## src/hw/rtl/iea_pkg.sv

```systemverilog
// shared types and constants of the indexed extent allocator
package iea_pkg;

  localparam int NUM_REGIONS = 16;
  localparam int ADDR_WIDTH  = 16;
  localparam int IDX_W       = (NUM_REGIONS > 1) ? $clog2(NUM_REGIONS) : 1;
  localparam int CNT_W       = $clog2(NUM_REGIONS + 1);
  localparam int RCOUNT_W    = 5;

  localparam logic OP_LOAD     = 1'b0;
  localparam logic OP_ALLOC    = 1'b1;
  localparam logic KIND_INDEX  = 1'b0;
  localparam logic KIND_EXTENT = 1'b1;

  typedef logic [ADDR_WIDTH-1:0] addr_t;

  typedef struct packed {
    logic        operation;
    logic [3:0]  region_slot;
    logic [15:0] region_start;
    logic [15:0] region_size;
    logic [15:0] request_size;
  } in_item_t;

  typedef struct packed {
    logic        kind;
    logic        index_found;
    logic [3:0]  slot_number;
    logic [15:0] extent_start;
    logic [15:0] extent_size;
    logic [15:0] unmet_size;
    logic        last;
  } out_item_t;

  typedef enum logic [1:0] {
    ST_IDLE,
    ST_SCAN,
    ST_FIN
  } state_t;

endpackage

```

## src/hw/rtl/indexed_extent_allocator.sv

```systemverilog
// indexed extent allocator top level: region table memory, scan sequencer and result staging
//
// A load transfer writes one region entry (start, size). An allocate
// transfer walks entries 0 to min(region_count, NUM_REGIONS)-1 through the region
// memory over its single synchronous read port, one entry per cycle while the result
// side does not stall: the first nonempty region is reported and emptied as the index
// block, later nonempty regions hand out first-fit extents and shrink from their front,
// and the walk stops once the request is met. An allocate holds off the input until
// the walk ends and its final result moves to the output register, and longer while
// the result side stalls.
// Results go out as an index report followed by one result per extent, the final one
// flagged last; without any nonempty region a single report with index_found low and
// last high is sent. One result is held back until the next one (or the end of the walk)
// decides its last flag, and a separate output register lets the next input transfer be
// taken while the final result still waits. Entries never loaded read back undefined.
// The configuration port takes region_count and should only be written while idle.
module indexed_extent_allocator
  import iea_pkg::*;
(
  input  logic                clk,
  input  logic                rst_n,
  input  logic                in_valid,
  output logic                in_stall,
  input  in_item_t            in_data,
  output logic                out_valid,
  input  logic                out_stall,
  output out_item_t           out_data,
  input  logic                cfg_valid,
  output logic                cfg_ready,
  input  logic [RCOUNT_W-1:0] cfg_data
);

  // region memory, one word per entry
  addr_t       start_mem [NUM_REGIONS];
  logic [15:0] size_mem  [NUM_REGIONS];
  addr_t       rd_start_r;
  logic [15:0] rd_size_r;

  state_t               state_r, state_nxt;
  logic [CNT_W-1:0]     idx_r, idx_nxt;
  logic [CNT_W-1:0]     count_r, count_nxt;
  logic [15:0]          rem_r, rem_nxt;
  logic                 have_idx_r, have_idx_nxt;
  logic                 hold_v_r, hold_v_nxt;
  out_item_t            hold_r, hold_nxt;
  logic                 out_valid_r, out_valid_nxt;
  out_item_t            out_r, out_nxt;
  logic [RCOUNT_W-1:0]  region_count_r;

  logic                 in_take;
  logic                 out_free;
  logic                 at_end;
  logic                 emit_req;
  logic                 can_emit;
  logic                 step;
  logic [15:0]          take;
  logic [15:0]          rem_after;
  logic                 wr_en;
  logic [IDX_W-1:0]     wr_addr;
  addr_t                wr_start;
  logic [15:0]          wr_size;
  logic [IDX_W-1:0]     rd_addr;
  logic [CNT_W-1:0]     idx_inc;

  assign in_stall  = (state_r != ST_IDLE);
  assign in_take   = in_valid && !in_stall;
  assign cfg_ready = (state_r == ST_IDLE);
  assign out_valid = out_valid_r;
  assign out_data  = out_r;
  assign out_free  = !out_valid_r || !out_stall;
  assign idx_inc   = idx_r + CNT_W'(1);

  // scan decisions for the entry whose read data is on hand
  always_comb begin
    at_end    = (idx_r >= count_r);
    emit_req  = (state_r == ST_SCAN) && !at_end && (rd_size_r != 16'd0);
    can_emit  = !hold_v_r || out_free;
    // advance past the current entry: skip an empty one, or once its result is staged
    step      = (state_r == ST_SCAN) && !at_end && (!emit_req || can_emit);
    take      = (rem_r < rd_size_r) ? rem_r : rd_size_r;
    rem_after = rem_r - take;
  end

  // next state
  always_comb begin
    state_nxt = state_r;
    unique case (state_r)
      ST_IDLE: begin
        if (in_take && in_data.operation == OP_ALLOC) begin
          state_nxt = ST_SCAN;
        end
      end
      ST_SCAN: begin
        if (at_end) begin
          state_nxt = ST_FIN;
        end else if (emit_req && can_emit) begin
          if (!have_idx_r) begin
            if (rem_r == 16'd0) state_nxt = ST_FIN;
          end else if (rem_after == 16'd0) begin
            state_nxt = ST_FIN;
          end
        end
      end
      ST_FIN: begin
        if (out_free) state_nxt = ST_IDLE;
      end
      default: state_nxt = ST_IDLE;
    endcase
  end

  // datapath, memory port and result staging
  always_comb begin
    idx_nxt       = idx_r;
    count_nxt     = count_r;
    rem_nxt       = rem_r;
    have_idx_nxt  = have_idx_r;
    hold_v_nxt    = hold_v_r;
    hold_nxt      = hold_r;
    out_nxt       = out_r;
    out_valid_nxt = out_valid_r && out_stall;
    wr_en         = 1'b0;
    wr_addr       = idx_r[IDX_W-1:0];
    wr_start      = rd_start_r;
    wr_size       = rd_size_r;
    rd_addr       = '0;
    unique case (state_r)
      ST_IDLE: begin
        if (in_take) begin
          if (in_data.operation == OP_LOAD) begin
            wr_en    = (int'(in_data.region_slot) < NUM_REGIONS);
            wr_addr  = IDX_W'(in_data.region_slot);
            wr_start = ADDR_WIDTH'(in_data.region_start);
            wr_size  = in_data.region_size;
          end else begin
            idx_nxt      = '0;
            count_nxt    = (int'(region_count_r) < NUM_REGIONS) ?
                           CNT_W'(region_count_r) : CNT_W'(NUM_REGIONS);
            rem_nxt      = in_data.request_size;
            have_idx_nxt = 1'b0;
          end
        end
      end
      ST_SCAN: begin
        // re-read the same entry while stalled, else fetch the following one
        rd_addr = step ? idx_inc[IDX_W-1:0] : idx_r[IDX_W-1:0];
        if (step) idx_nxt = idx_inc;
        if (at_end && !have_idx_r) begin
          hold_v_nxt             = 1'b1;
          hold_nxt.kind          = KIND_INDEX;
          hold_nxt.index_found   = 1'b0;
          hold_nxt.slot_number   = '0;
          hold_nxt.extent_start  = '0;
          hold_nxt.extent_size   = '0;
          hold_nxt.unmet_size    = rem_r;
          hold_nxt.last          = 1'b0;
        end
        if (emit_req && can_emit) begin
          if (hold_v_r) begin
            out_nxt       = hold_r;
            out_valid_nxt = 1'b1;
          end
          hold_v_nxt            = 1'b1;
          hold_nxt.index_found  = 1'b1;
          hold_nxt.slot_number  = 4'(idx_r);
          hold_nxt.extent_start = 16'(rd_start_r);
          hold_nxt.last         = 1'b0;
          wr_en                 = 1'b1;
          if (!have_idx_r) begin
            hold_nxt.kind        = KIND_INDEX;
            hold_nxt.extent_size = rd_size_r;
            hold_nxt.unmet_size  = rem_r;
            have_idx_nxt         = 1'b1;
            wr_size              = 16'd0;
          end else begin
            hold_nxt.kind        = KIND_EXTENT;
            hold_nxt.extent_size = take;
            hold_nxt.unmet_size  = rem_after;
            rem_nxt              = rem_after;
            wr_start             = rd_start_r + ADDR_WIDTH'(take);
            wr_size              = rd_size_r - take;
          end
        end
      end
      ST_FIN: begin
        if (out_free) begin
          out_nxt       = hold_r;
          out_nxt.last  = 1'b1;
          out_valid_nxt = 1'b1;
          hold_v_nxt    = 1'b0;
        end
      end
      default: ;
    endcase
  end

  always_ff @(posedge clk) begin
    if (wr_en) begin
      start_mem[wr_addr] <= wr_start;
      size_mem[wr_addr]  <= wr_size;
    end
    rd_start_r <= start_mem[rd_addr];
    rd_size_r  <= size_mem[rd_addr];
  end

  always_ff @(posedge clk) begin
    if (!rst_n) begin
      state_r        <= ST_IDLE;
      hold_v_r       <= 1'b0;
      out_valid_r    <= 1'b0;
      have_idx_r     <= 1'b0;
      region_count_r <= '0;
    end else begin
      state_r     <= state_nxt;
      hold_v_r    <= hold_v_nxt;
      out_valid_r <= out_valid_nxt;
      have_idx_r  <= have_idx_nxt;
      if (cfg_valid && cfg_ready) region_count_r <= cfg_data;
    end
  end

  always_ff @(posedge clk) begin
    idx_r   <= idx_nxt;
    count_r <= count_nxt;
    rem_r   <= rem_nxt;
    hold_r  <= hold_nxt;
    out_r   <= out_nxt;
  end

  // input is only taken once the held result has gone out
  a_idle_hold_empty: assert property (@(posedge clk) disable iff (!rst_n)
    !in_stall |-> !hold_v_r)
    else $error("input taken while a result is still held");

  // the walk never runs past the latched entry count
  a_idx_bound: assert property (@(posedge clk) disable iff (!rst_n)
    (state_r == ST_SCAN) |-> (idx_r <= count_r))
    else $error("scan index beyond entry count");

  // a held result during the walk always follows an index block
  a_hold_has_index: assert property (@(posedge clk) disable iff (!rst_n)
    (hold_v_r && state_r == ST_SCAN) |-> have_idx_r)
    else $error("result held without an index block");

  // a no-index report only exists on the way out
  a_noindex_fin: assert property (@(posedge clk) disable iff (!rst_n)
    (hold_v_r && !hold_r.index_found) |-> (state_r == ST_FIN))
    else $error("no-index report outside the final state");

  // the unmet size only shrinks during a walk
  a_rem_shrinks: assert property (@(posedge clk) disable iff (!rst_n)
    (state_r == ST_SCAN) |=> (rem_r <= $past(rem_r)))
    else $error("unmet size grew during a scan");

endmodule
```

## config.mk

```make
export PLATFORM = sky130hd
export DESIGN_NAME = indexed_extent_allocator
export DESIGN_NICKNAME = d
export VERILOG_FILES = /design/src/hw/rtl/iea_pkg.sv /design/src/hw/rtl/indexed_extent_allocator.sv
export SDC_FILE = /design/constraint.sdc
export NUM_CORES = 1
export LEC_CHECK = 0
export ABC_AREA = 1
export BUFFER_PORTS_ARGS = -buffer_cell sky130_fd_sc_hd__buf_2
export CELL_PAD_IN_SITES_DETAIL_PLACEMENT = 0
export CELL_PAD_IN_SITES_GLOBAL_PLACEMENT = 1
export CORE_MARGIN = 4
export CORE_UTILIZATION = 46
export CTS_CLUSTER_DIAMETER = 40
export DETAILED_ROUTE_END_ITERATION = 8
export HOLD_SLACK_MARGIN = 0.12
export PLACE_DENSITY = 0.78
export SETUP_SLACK_MARGIN = 0.3
export SLEW_MARGIN = 20
export SYNTH_ARGS = -nofsm -noshare
export SYNTH_HDL_FRONTEND = slang
export SYNTH_SLANG_ARGS = --single-unit
```

## constraint.sdc

```tcl
create_clock -name clk -period 5.5 [get_ports clk]
set_clock_uncertainty 0.1 [all_clocks]
set_input_delay 0.275 -clock clk [delete_from_list [all_inputs] [get_ports clk]]
set_output_delay 0.275 -clock clk [all_outputs]
set_load 0.01 [all_outputs]
```

# --- Yosys cells after proc, flatten, opt, wreduce, memory -nomap -nowiden ---
# Memories as Yosys holds them, arrays and structs flattened. A register that Yosys moved wholly into a read port is not among the register bits.
# Cells that the tools add are included.
totals:
  inputBits: 63
  wordCells: 138
  ramBits: 512
  reg_bits: 145
  memories: 2
  out_inout_bits: 58
classes:
  muxes: 59
  reduce_logical: 35
  add_sub_neg: 4
  n_eq_ne: 14
  order_cmp: 3
mem_list:
  columns: ["name", "words", "width", "read_ports", "rd_clocked_by_memory_dff", "write_ports", "line_no", "rtl"]
  rows:
  - ["size_mem", 16, 16, 1, 1, 1, "indexed_extent_allocator.sv:35", "logic [15:0] size_mem [NUM_REGIONS];"]
  - ["start_mem", 16, 16, 1, 1, 1, "indexed_extent_allocator.sv:34", "addr_t start_mem [NUM_REGIONS];"]
op_table:
  columns: ["op", "n"]
  rows:
  - ["$mux 55", 5]
  - ["$mux 16", 13]
  - ["$pmux 55 s2", 1]
  - ["$pmux 16 s2", 3]
  - ["$logic_not 16->1", 2]
  - ["$mux 32", 1]
  - ["$sub 16x16->16", 2]
  - ["$mux 4", 5]
  - ["$add 16x16->16", 1]
  - ["$lt 16x16->1", 1]
  - ["$reduce_bool 16->1", 1]
  - ["$mux 1", 15]
  - ["$mux 5", 3]
  - ["$mux 2", 7]
  - ["$reduce_and 4->1", 3]
  - ["$ne 2x2->1 const B", 5]
  - ["$pmux 5 s2", 1]
  - ["$reduce_and 5->1", 2]
  - ["$logic_and 1x1->1", 9]
  - ["$ne 4x3->1 const B", 2]
  - ["$pmux 1 s2", 4]
  - ["$reduce_bool 2->1", 4]
  - ["$logic_not 1->1", 7]
  - ["$ne 2x1->1 const B", 3]
  - ["12 further kinds", 15]

# --- Logic depth before layout (Yosys ltp) ---
# Gate-level depths: netlist of the first run.
logic_depth:
  ltp_word: 9
  depth_mapped: 37
  ltp_nobuf: 34

# --- Worst setup path before layout of the first run ---
# OpenSTA, ideal clock, no wires.
synth_path:
  path_kind: "flip-flop to flip-flop"
  startpoint: "register idx_r[2]"
  endpoint: "register out_r, in the netlist out_data[0], enable pin"
  period_less_slack_ns: 6.081
  setup_time_ns: 0.536
  required_time_ns: 4.864
  arrival_time_ns: 5.446
  path_slack_ns: -0.581
  path_stages_with_launch: 10
  n_path_buf: 0
  cell_sequence: "edfxtp_1 ha_1 a21oi_1 o21a_1 o311ai_2 nor2_2 nand2_1 nor2_1 nor2_1 nor3_1"
synth_between:
  elab_chain_cells: 7
synth_lines:
  columns: ["element", "line_no", "rtl"]
  rows:
  - ["start, declared", "indexed_extent_allocator.sv:40", "logic [CNT_W-1:0] idx_r, idx_nxt;"]
  - ["start signal, assigned", "indexed_extent_allocator.sv:222", "idx_r <= idx_nxt;"]
  - ["$ge 5x5->1", "indexed_extent_allocator.sv:75", "at_end = (idx_r >= count_r);"]
  - ["$logic_not 1->1", "indexed_extent_allocator.sv:76", "emit_req = (state_r == ST_SCAN) && !at_end && (rd_size_r != 16'd0);"]
  - ["$logic_and 1x1->1 (2 in series)", "indexed_extent_allocator.sv:76", null]
  - ["$logic_and 1x1->1", "indexed_extent_allocator.sv:157", "if (emit_req && can_emit) begin"]
  - ["$ne 2x1->1 (no line)", null, null]
  - ["$reduce_and 4->1 (no line)", null, null]
  - ["end signal, assigned", "indexed_extent_allocator.sv:226", "out_r <= out_nxt;"]
  - ["end, declared", "indexed_extent_allocator.sv:47", "out_item_t out_r, out_nxt;"]
# Every way passes these cells.
# A chain may end at the register's enable or synchronous reset.

# --- Worst setup path in the final report of the first run ---
layout_path:
  startpoint: "register rd_size_r[11], read port of size_mem"
  endpoint: "memory size_mem[5][10], data pin"
layout_between:
  elab_chain_cells: 6
  word_cells_on_any_way: 9
  cone_classes: "1 x add/sub; 1 x order compare; 4 x mux; 3 x reduce/logical"
layout_lines:
  columns: ["element", "line_no", "rtl"]
  rows:
  - ["start, declared", "indexed_extent_allocator.sv:37", "logic [15:0] rd_size_r;"]
  - ["$lt 16x16->1", "indexed_extent_allocator.sv:80", "take = (rem_r < rd_size_r) ? rem_r : rd_size_r;"]
  - ["$mux 16", "indexed_extent_allocator.sv:80", null]
  - ["$sub 16x16->16", "indexed_extent_allocator.sv:180", "wr_size = rd_size_r - take;"]
  - ["$mux 16", "indexed_extent_allocator.sv:168", "if (!have_idx_r) begin"]
  - ["$mux 16 (*)", "indexed_extent_allocator.sv:157", null]
  - ["$pmux 16 s2 (*)", "indexed_extent_allocator.sv:126", "unique case (state_r)"]
  - ["net wr_size[10]", "indexed_extent_allocator.sv:61", "logic [15:0] wr_size;"]
  - ["end, declared", "indexed_extent_allocator.sv:35", null]
# The timed path passes the listed nets; every way through them passes the cells marked *.

==> results of run 1 <==
==> repair_timing <==
action,CTS,global route
endpoints found under the setup margin,0,114
gates resized for setup,0,21
hold buffers,38,2
hold endpoints to repair,81,5
==> worst register-to-register path: cells and delay by family, from the launching register on <==
kind / cells / cell delay [ps]
AOI/OAI and AO/OA: 9 / 1700
adders and majority gates: 3 / 960
buffers and inverters: 2 / 320
and+or+nand+nor: 3 / 820
DFF: 1 / 490
==> final cells by class <==
class                      instances  area (um^2)
clock inverter                    69          786
tap                              855         1070
multi-input combinational       1454         8740
clock buffer                     104         2460
inverter                         195          741
sequential                       689        20300
fill                            5249        28900
timing repair buffer             232         1600
==> power by group through the flow <==
stage | Combinational, uW | Clock (uW) | Sequential (uW)
2_1_floorplan | 6400 | 0 | 7880
3_3_place_gp | 9620 | 0 | 7930
3_5_place_dp | 9660 | 0 | 7960
4_1_cts | 9750 | 6200 | 7860
5_1_grt | 10900 | 6430 | 7920
6_report | 9970 | 6110 | 7860
==> routing by layer <==
metal | vias up | GRT usage
li1 | 9462 | -
met1 | 10244 | 0.333
met2 | 879 | 0.387
met3 | 150 | 0.0360
met4 | 0 | 0.0702
met5 | - | 0
==> how the worst max path moves through the flow <==
stage	from	endpoint	slack (ps)
final	rd_size_r[11]$_DFF_P_	size_mem[5][10]$_DFFE_PP_	640
after global placement	rd_size_r[7]$_DFF_P_	start_mem[8][15]$_DFFE_PP_	460
after floorplan	idx_r[2]$_SDFFCE_PN0P_	hold_r[10]$_DFFE_PP_	450
after detailed placement	rd_size_r[7]$_DFF_P_	start_mem[6][14]$_DFFE_PP_	330
after CTS	rd_size_r[7]$_DFF_P_	start_mem[15][14]$_DFFE_PP_	320
after global routing	rd_size_r[9]$_DFF_P_	start_mem[8][15]$_DFFE_PP_	280
==> state kept, by name, indices dropped and copies added, names as in the netlist, 2 cells and up <==
name	cells
count_r	5
hold_r	54
idx_r	5
out_data	55
rd_size_r	16
rd_start_r	16
region_count_r	5
rem_r	16
size_mem	256
start_mem	256
state_r	2
==> placed cells by master, fill, tap and decap left out, drive strengths merged, types with 9 or more instances in the layout <==
master,instances
edfxtp,647
o21ai,305
nand2,289
nor2,228
inv,208
buf,190
o221ai,135
nand3,125
clkbuf,106
a21oi,81
or2,69
mux2i,64
ha,57
dfxtp,42
dlygate4sd3,40
clkinv,39
xor2,14
a31oi,13
o2111ai,12
clkinvlp,9
==> cells by family after synthesis <==
logic type	Yosys count	share of synthesized area
muxes	64	0.0213
and+or+nand+nor	738	0.111
DFF	689	0.674
buffers and inverters	322	0.0443
AOI/OAI and AO/OA	574	0.118
adders and majority gates	60	0.0257
xor gates and xnor gates	17	0.00545
==> per-stage QoR <==
step / hold slack, ps / utilization / cell area, um^2
finish: 97.3 / 0.552 / 35700
detailed placement: 305 / 0.494 / 31900
global placement: 300 / 0.494 / 31900
floorplan: 300 / - / 30100
global route: 127 / 0.552 / 35700
CTS: 121 / 0.550 / 35600
==> results.cfg, run 1 <==
[synth]
yosysMostFrequentCell = edfxtp_1
yosysTopAreaCellShare = 0.646
synth_area_leaders = edfxtp_1 (65%), o21ai_0 (4.6%), o221ai_1 (3.9%)
yosysSeqAreaShare = 0.674
synth_largest_area_cell = edfxtp_1
ys.flop_type = edfxtp_1
synth_cells = 2464
synth.cell_area_mm2 = 0.0301
netlist_top_cells_count = edfxtp_1 (647), o21ai_0 (279), nand2_1 (276)
syn_nets = 2587
synth_cell_type_count = 59
synth-async-reset-ratio = 0
ys_seq_elements = 689
synth.avg_cell_area_um2 = 12.2
ys_warn_count = 0
synth_edf_count = 647

[critical_path]
rr_startpoint = rd_size_r[11]$_DFF_P_
cp_cell_sequence = inv_1 -> ha_1 -> a21oi_1 -> o21ai_0 -> a21oi_2 -> nand2_8 -> nand2_1 -> o21ai_2 -> buf_4 -> ha_1 -> fa_1 -> o21ai_0 -> a21oi_1 -> o21ai_2 -> a21oi_1 -> o21ai_1 -> nand3_1
cp_top_family = compound AO/OA/AOI/OAI gates
crit_type = reg -> reg
worstPathArrival_ps = 4940
r2r_slack_ps = 640
cp.required_ps = 5580
cp_slowest_cell = dfxtp_1
critPathMaxStageDelay_ps = 490
critical_path.max_fanout = 28
startpoint_type = flop
cp_common_cell = a21oi_1
critPathBufInv = 2
path_depth = 17
crit_path_end_kind = flop
timing.rr.end = size_mem[5][10]$_DFFE_PP_
r2r.worst_path.cells = 17

[clock_network]
clock_latency_ps = 650
path_clk_slew_ps = 60
post_cts_buffers = 0
clock_sinks = 689
cts_tree = yes
cts_root_buffer = clkbuf_16
h-tree-depth = 3
cts_buffer_depth = 3
cts_made_buffers = 92

[routing]
routed.top_layer = met4
via_per_inst = 5.76
drt-total-wl_um = 84800
wl_per_cell_um = 23.6
drt_first_pass_iters = 6
met1_length_um = 36000
route.met2.wl_um = 40200
drtIter0Drc = 2136
drc_errors = 0
wl_met3_um = 6500
ant_nets = 0
vias = 20735

[placement]
io_buffers = 120
finalWeightedCongestion = 0.936
hpwl_um = 51100
pre_cts_slack_ps = 329
dp.cells = 3381

[pwr]
seqPwrFrac = 0.328
powerDensity_mw_per_mm2 = 671
p_int_uw = 14000
switching_share = 0.413
worst_ir_drop_vdd_mv = 0.261
comb_power_share = 0.416
p_leak_uw = 0.0129
p_switching_uw = 9890
power_uw = 23900
p_clk_frac = 0.255

[timing]
worst_pin_slew_ps = 1120
period_share = 0.884
timing.final.crit_period_ps = 4860
slew_viol_final = 0
fmax_mhz = 206
layout_setup_ws_ps = 640
setup_viol = 0
rsz0062_at_grt = true
hold_viol_final = 0
max-slew-margin-rel = 0.250
tns_ps = 0

[finish]
nets = 2787
drive_above_1_share = 0.171
layoutNonFillerInstCount = 3598
areaGrowthSynthToFinish_pct = 18.6
n_antenna_cell = 0

[die]
die-area_mm2 = 0.0695
core-area_mm2 = 0.0646
die_h_um = 264
io_pins = 121
start_util = 0.466
die_w_um = 264
num_rows = 93

[global_routing]
overflow = 0
antenna_found_initial = 3
grt_pass1_wl_um = 126000
grt_pass1_vias = 20027
grt_max_degree = 91
gr-usage-all-layers = 0.237

[min_path]
hold_path_class = in -> reg
holdPathStages = 3
min_to = start_mem[12][6]$_DFFE_PP_
holdCritStartpoint = in_data[38]

[job]
cap_violations = 0

[outcome]
status = complete, no violations
Power figures use the tool's default switching activity.
==> run 2: changes to the inputs <==
CORE_MARGIN = 2   (was 4)
CORE_UTILIZATION = 48   (was 46)
CTS_BUF_LIST = sky130_fd_sc_hd__clkbuf_4   (was not set)
PLACE_DENSITY = 0.81   (was 0.78)
==> run 2 against run 1 <==
- clock power fell by 30%
- first-iteration DRC count grew 7.0%
- clock-buffer cell count grew 143
- cell count grew 5.1%
- worst hold slack improved by 130 ps
- core utilization increased by 1.6 points
- die area down 7.0%
- fmax is 1.2% lower
- combinational power fell by 0.4%
- total power decreased by 7.8%
- flip-flop and latch count unchanged
- via count is 3.7% higher
==> results.cfg, run 2 (same netlist as run 1, synthesis figures left out) <==
[critical_path]
cp.required_ps = 6110
critPathMaxStageDelay_ps = 470
critical_path.max_fanout = 12
startpoint_type = flop
crit_path_end_kind = flop
rr_startpoint = rd_size_r[11]$_DFF_P_
crit_type = reg -> reg
r2r.worst_path.cells = 21
r2r_slack_ps = 580
cp_common_cell = o21ai_0
timing.rr.end = size_mem[10][9]$_DFFE_PP_
worstPathArrival_ps = 5530
cp_slowest_cell = dfxtp_1
cp_cell_sequence = inv_1 -> ha_1 -> a21oi_1 -> o21ai_0 -> a21oi_2 -> nand2_4 -> o21ai_0 -> inv_1 -> ha_1 -> nand2_1 -> o21ai_0 -> a21oi_1 -> o21bai_1 -> nand2_1 -> nand3b_1 -> o21ai_2 -> o21ai_2 -> a21oi_1 -> o21ai_0 -> o211ai_1 -> clkbuf_4

[timing]
max-slew-margin-rel = 0.227
worst_pin_slew_ps = 1150
setup_viol = 0
timing.final.crit_period_ps = 4920
slew_viol_final = 0
fmax_mhz = 203
period_share = 0.895
rsz0062_at_grt = true
timing.hold.ws_ps = 232
hold_viol_final = 0
tns_ps = 0

[pwr]
worst_ir_drop_vdd_mv = 0.261
powerDensity_mw_per_mm2 = 628
p_leak_uw = 0.0129

[finish]
final_common_cell = edfxtp_1
areaGrowthSynthToFinish_pct = 16.9
drive_above_1_share = 0.196
nets = 2920
final_util = 0.569
n_fill_cell = 5047
layout_common_cells = edfxtp_1 (647), o21ai_0 (278), nand2_1 (275)

[clock_network]
cts_made_buffers = 172
cts_buffer_depth = 3
clock_sinks = 689
h-tree-depth = 4
path_clk_slew_ps = 70
clock_latency_ps = 1020
cts_tree = yes
cts_root_buffer = clkbuf_4

[outcome]
status = complete, no violations

[min_path]
holdCritStartpoint = in_valid
min_to = size_mem[7][7]$_DFFE_PP_
holdPathStages = 6
hold_path_class = in -> reg

[global_routing]
grt_pass1_wl_um = 125000
gr-usage-all-layers = 0.261
grt_pass1_vias = 20959
antenna_found_initial = 3
grt_max_degree = 114
overflow = 0

[routing]
drt-total-wl_um = 84200
drt_first_pass_iters = 5
drtIter0Drc = 2285
wl_per_cell_um = 22.3
vias = 21498
via_per_inst = 5.69
ant_nets = 0
drc_errors = 0

[placement]
finalWeightedCongestion = 0.967
io_buffers = 120
hpwl_um = 51500

[die]
die_h_um = 254
core-area_mm2 = 0.0618
die_w_um = 254
start_util = 0.486
die-area_mm2 = 0.0647
num_rows = 91
io_pins = 121

[job]
cap_violations = 0
==> run 2: cell count changes in the layout (fill, tap and decap cells not counted), sizes merged <==
cell         previous run  this run
inv                   208       198
diode                   0         3
clkinv                 39        62
clkinvlp                9         2
clkbuf                106       249
nand2                 289       288
bufinv                  8         3
dlygate4sd3            40        90
buf                   190       194
==> run 2: final cells by class <==
type | count | area, um^2 | share of cell area
sequential | 689 | 20300 | 0.577
multi-input combinational | 1453 | 8720 | 0.248
timing repair buffer | 286 | 2130 | 0.0607
clock buffer | 247 | 1850 | 0.0527
tap | 837 | 1050 | 0.0298
inverter | 195 | 741 | 0.0211
clock inverter | 70 | 388 | 0.0110
antenna | 3 | 7.51 | 0.000214
==> run 2: routing by layer <==
layer / up-vias / wire (um) / track usage
li1: 9838 / - / -
met1: 10449 / 34300 / 0.339
met2: 1017 / 40300 / 0.422
met3: 194 / 6920 / 0.0606
met4: 0 / 2650 / 0.110
met5: - / 0 / 0
==> run 2: what timing repair did <==
action,in CTS,in global routing
hold buffers,90,0
buffers inserted,0,1
resized for setup,0,6
hold endpoints to repair,554,0
endpoints found under the setup margin,0,76
==> run 2: per-stage QoR <==
stage / total power [uW] / instance area, um^2 / setup WS (ps) / std cells
global placement: 17500 / 31900 / 550 / 3367
floorplan: 14300 / 30100 / 454 / 2464
finish: 22100 / 35200 / 579 / 3780
global route: 23500 / 35200 / 205 / 3778
CTS: 22000 / 35100 / 389 / 3774
detailed placement: 17600 / 31900 / 370 / 3367
==> run 2: worst max-delay path by stage <==
stage	from	cells past startpoint	end	slack, ps
5_1_grt	rd_size_r[7]$_DFF_P_	25	start_mem[11][15]$_DFFE_PP_	200
4_1_cts	rd_size_r[7]$_DFF_P_	23	start_mem[15][12]$_DFFE_PP_	390
3_3_place_gp	rd_size_r[11]$_DFF_P_	25	start_mem[2][15]$_DFFE_PP_	550
6_report	rd_size_r[11]$_DFF_P_	21	size_mem[10][9]$_DFFE_PP_	580
2_1_floorplan	idx_r[2]$_SDFFCE_PN0P_	10	hold_r[10]$_DFFE_PP_	450
3_5_place_dp	rd_size_r[7]$_DFF_P_	23	start_mem[12][12]$_DFFE_PP_	370
==> run 2: critical path: cells and delay by family (launching register included) <==
| family | cells | cell delay [ps] |
|---|---|---|
| DFF | 1 | 470 |
| adders and majority gates | 2 | 670 |
| buffers and inverters | 3 | 720 |
| AOI/OAI and AO/OA | 12 | 2290 |
| and+or+nand+nor | 4 | 420 |
==> run 2: report_power, final <==
part / switching, uW / internal [uW]
Sequential: 424 / 7420
Combinational: 6970 / 2960
Clock: 2070 / 2230
==> run 3: changes to the inputs <==
CORE_UTILIZATION = 55   (was 48)
PLACE_DENSITY = 0.87   (was 0.81)
clock period = 5.8 ns   (was 5.5 ns; I/O delays follow)
==> run 3 against run 2 <==
- flip-flop and latch count did not move
- via count rose by 0.85%
- combinational power fell by 4.9%
- highest routed layer unchanged
- critical path type unchanged
- sequential power fell by 4.8%
==> results.cfg, run 3 (same netlist as run 1, synthesis figures left out) <==
[routing]
ant_nets = 0
via_per_inst = 5.95
drt_first_pass_iters = 5
vias = 21680
met1_length_um = 34500
routed.top_layer = met4
drt-total-wl_um = 86100
route.met2.wl_um = 40800
wl_per_cell_um = 23.6
wl_met3_um = 8130
drtIter0Drc = 2357
drc_errors = 0

[global_routing]
grt_pass1_vias = 21034
overflow = 0
gr-usage-all-layers = 0.307
grt_max_degree = 100
grt_pass1_wl_um = 128000
antenna_found_initial = 3

[timing]
setup_viol = 0
rsz0062_at_grt = true
max-slew-margin-rel = 0.281
period_share = 0.901
slew_viol_final = 0
tns_ps = 0
hold_viol_final = 0
fmax_mhz = 191
timing.final.crit_period_ps = 5230
worst_pin_slew_ps = 1080

[clock_network]
h-tree-depth = 4
clock_sinks = 689
clock_latency_ps = 1080
cts_tree = yes
cts_root_buffer = clkbuf_4
cts_made_buffers = 172
cts_buffer_depth = 3
path_clk_slew_ps = 70

[pwr]
p_clk_frac = 0.202
seqPwrFrac = 0.352
p_int_uw = 12100
comb_power_share = 0.446
worst_ir_drop_vdd_mv = 0.288
p_leak_uw = 0.0129
power_uw = 21200
switching_share = 0.428
powerDensity_mw_per_mm2 = 603
p_switching_uw = 9060

[die]
die_w_um = 238
core-area_mm2 = 0.0539
start_util = 0.558
die_h_um = 238
io_pins = 121
num_rows = 85
die-area_mm2 = 0.0566

[finish]
final_cell_area_mm2 = 0.0351
final_common_cell = edfxtp_1
layout_common_cells = edfxtp_1 (647), o21ai_0 (278), nand2_1 (275)
final_util = 0.651
layoutNonFillerInstCount = 3644
drive_above_1_share = 0.198
areaGrowthSynthToFinish_pct = 16.7
nets = 2921

[job]
cap_violations = 0

[min_path]
hold_path_class = in -> reg
holdCritStartpoint = in_data[26]
min_to = size_mem[12][10]$_DFFE_PP_
holdPathStages = 5

[placement]
hpwl_um = 52200
io_buffers = 120
finalWeightedCongestion = 0.942
dp.cells = 3225
place_area_mm2 = 0.0318

[critical_path]
cp_slowest_cell = dlygate4sd3_1
worstPathArrival_ps = 6070
startpoint = rd_size_r[11]$_DFF_P_
critPathBufInv = 4
rr_startpoint = rd_size_r[11]$_DFF_P_
r2r.worst_path.cells = 29
crit_path_end_kind = flop
critPathMaxStageDelay_ps = 550
timing.rr.end = state_r[0]$_SDFFE_PN0P_
critical_path.max_fanout = 22
cp.required_ps = 6640
crit_type = reg -> reg
startpoint_type = flop
cp_top_family = simple AND/OR/NAND/NOR gates
r2r_slack_ps = 570

[outcome]
status = complete, no violations
-- run 3: worst max-delay path by stage --
| stage | end | slack [ps] | cells after the start |
|---|---|---|---|
| 6_report | state_r[0]$_SDFFE_PN0P_ | 570 | 29 |
| 5_1_grt | state_r[0]$_SDFFE_PN0P_ | 200 | 30 |
| 4_1_cts | state_r[0]$_SDFFE_PN0P_ | 490 | 27 |
| 3_5_place_dp | start_mem[11][14]$_DFFE_PP_ | 680 | 26 |
| 3_3_place_gp | start_mem[10][14]$_DFFE_PP_ | 850 | 25 |
| 2_1_floorplan | hold_r[10]$_DFFE_PP_ | 750 | 10 |
-- run 3: power by group through the flow --
stage	logic, uW	clock network, uW	registers [uW]
after floorplan	6070	0	7470
after global placement	9000	0	7520
after detailed placement	9120	0	7550
after CTS	9240	4330	7450
after global routing	10400	4600	7510
final	9440	4270	7460
-- run 3: worst min-delay path: stages --
cell	delay [ps]
buf_2	80
nand2_1	90
o21ai_0	170
inv_1	60
nand3_1	470
-- run 3: timing repair --
item,4_1_cts,5_1_grt
setup endpoints to repair,0,49
hold buffers,91,1
buffers inserted,0,1
gates resized for setup,0,2
endpoints found under the hold margin,537,16
-- run 3: final cells by class --
type,instances,area [um^2]
Clock inverter,56,382
Timing Repair Buffer,287,2180
Tap cell,696,871
Sequential cell,689,20300
Antenna cell,10,25.0
Fill cell,4047,18800
Multi-Input combinational cell,1453,8690
Clock buffer,258,1940
Inverter,195,741
-- run 3: metrics by stage --
stage               hold WS (ps)  setup WS, ps
finish                       263           572
global route                 250           201
CTS                          129           488
detailed placement           305           680
global placement             301           847
floorplan                    300           754
-- run 3: per-layer routing --
layer,vias to the layer above,GRT usage
li1,9830,-
met1,10521,0.412
met2,1139,0.489
met3,190,0.0686
met4,0,0.123
met5,-,0
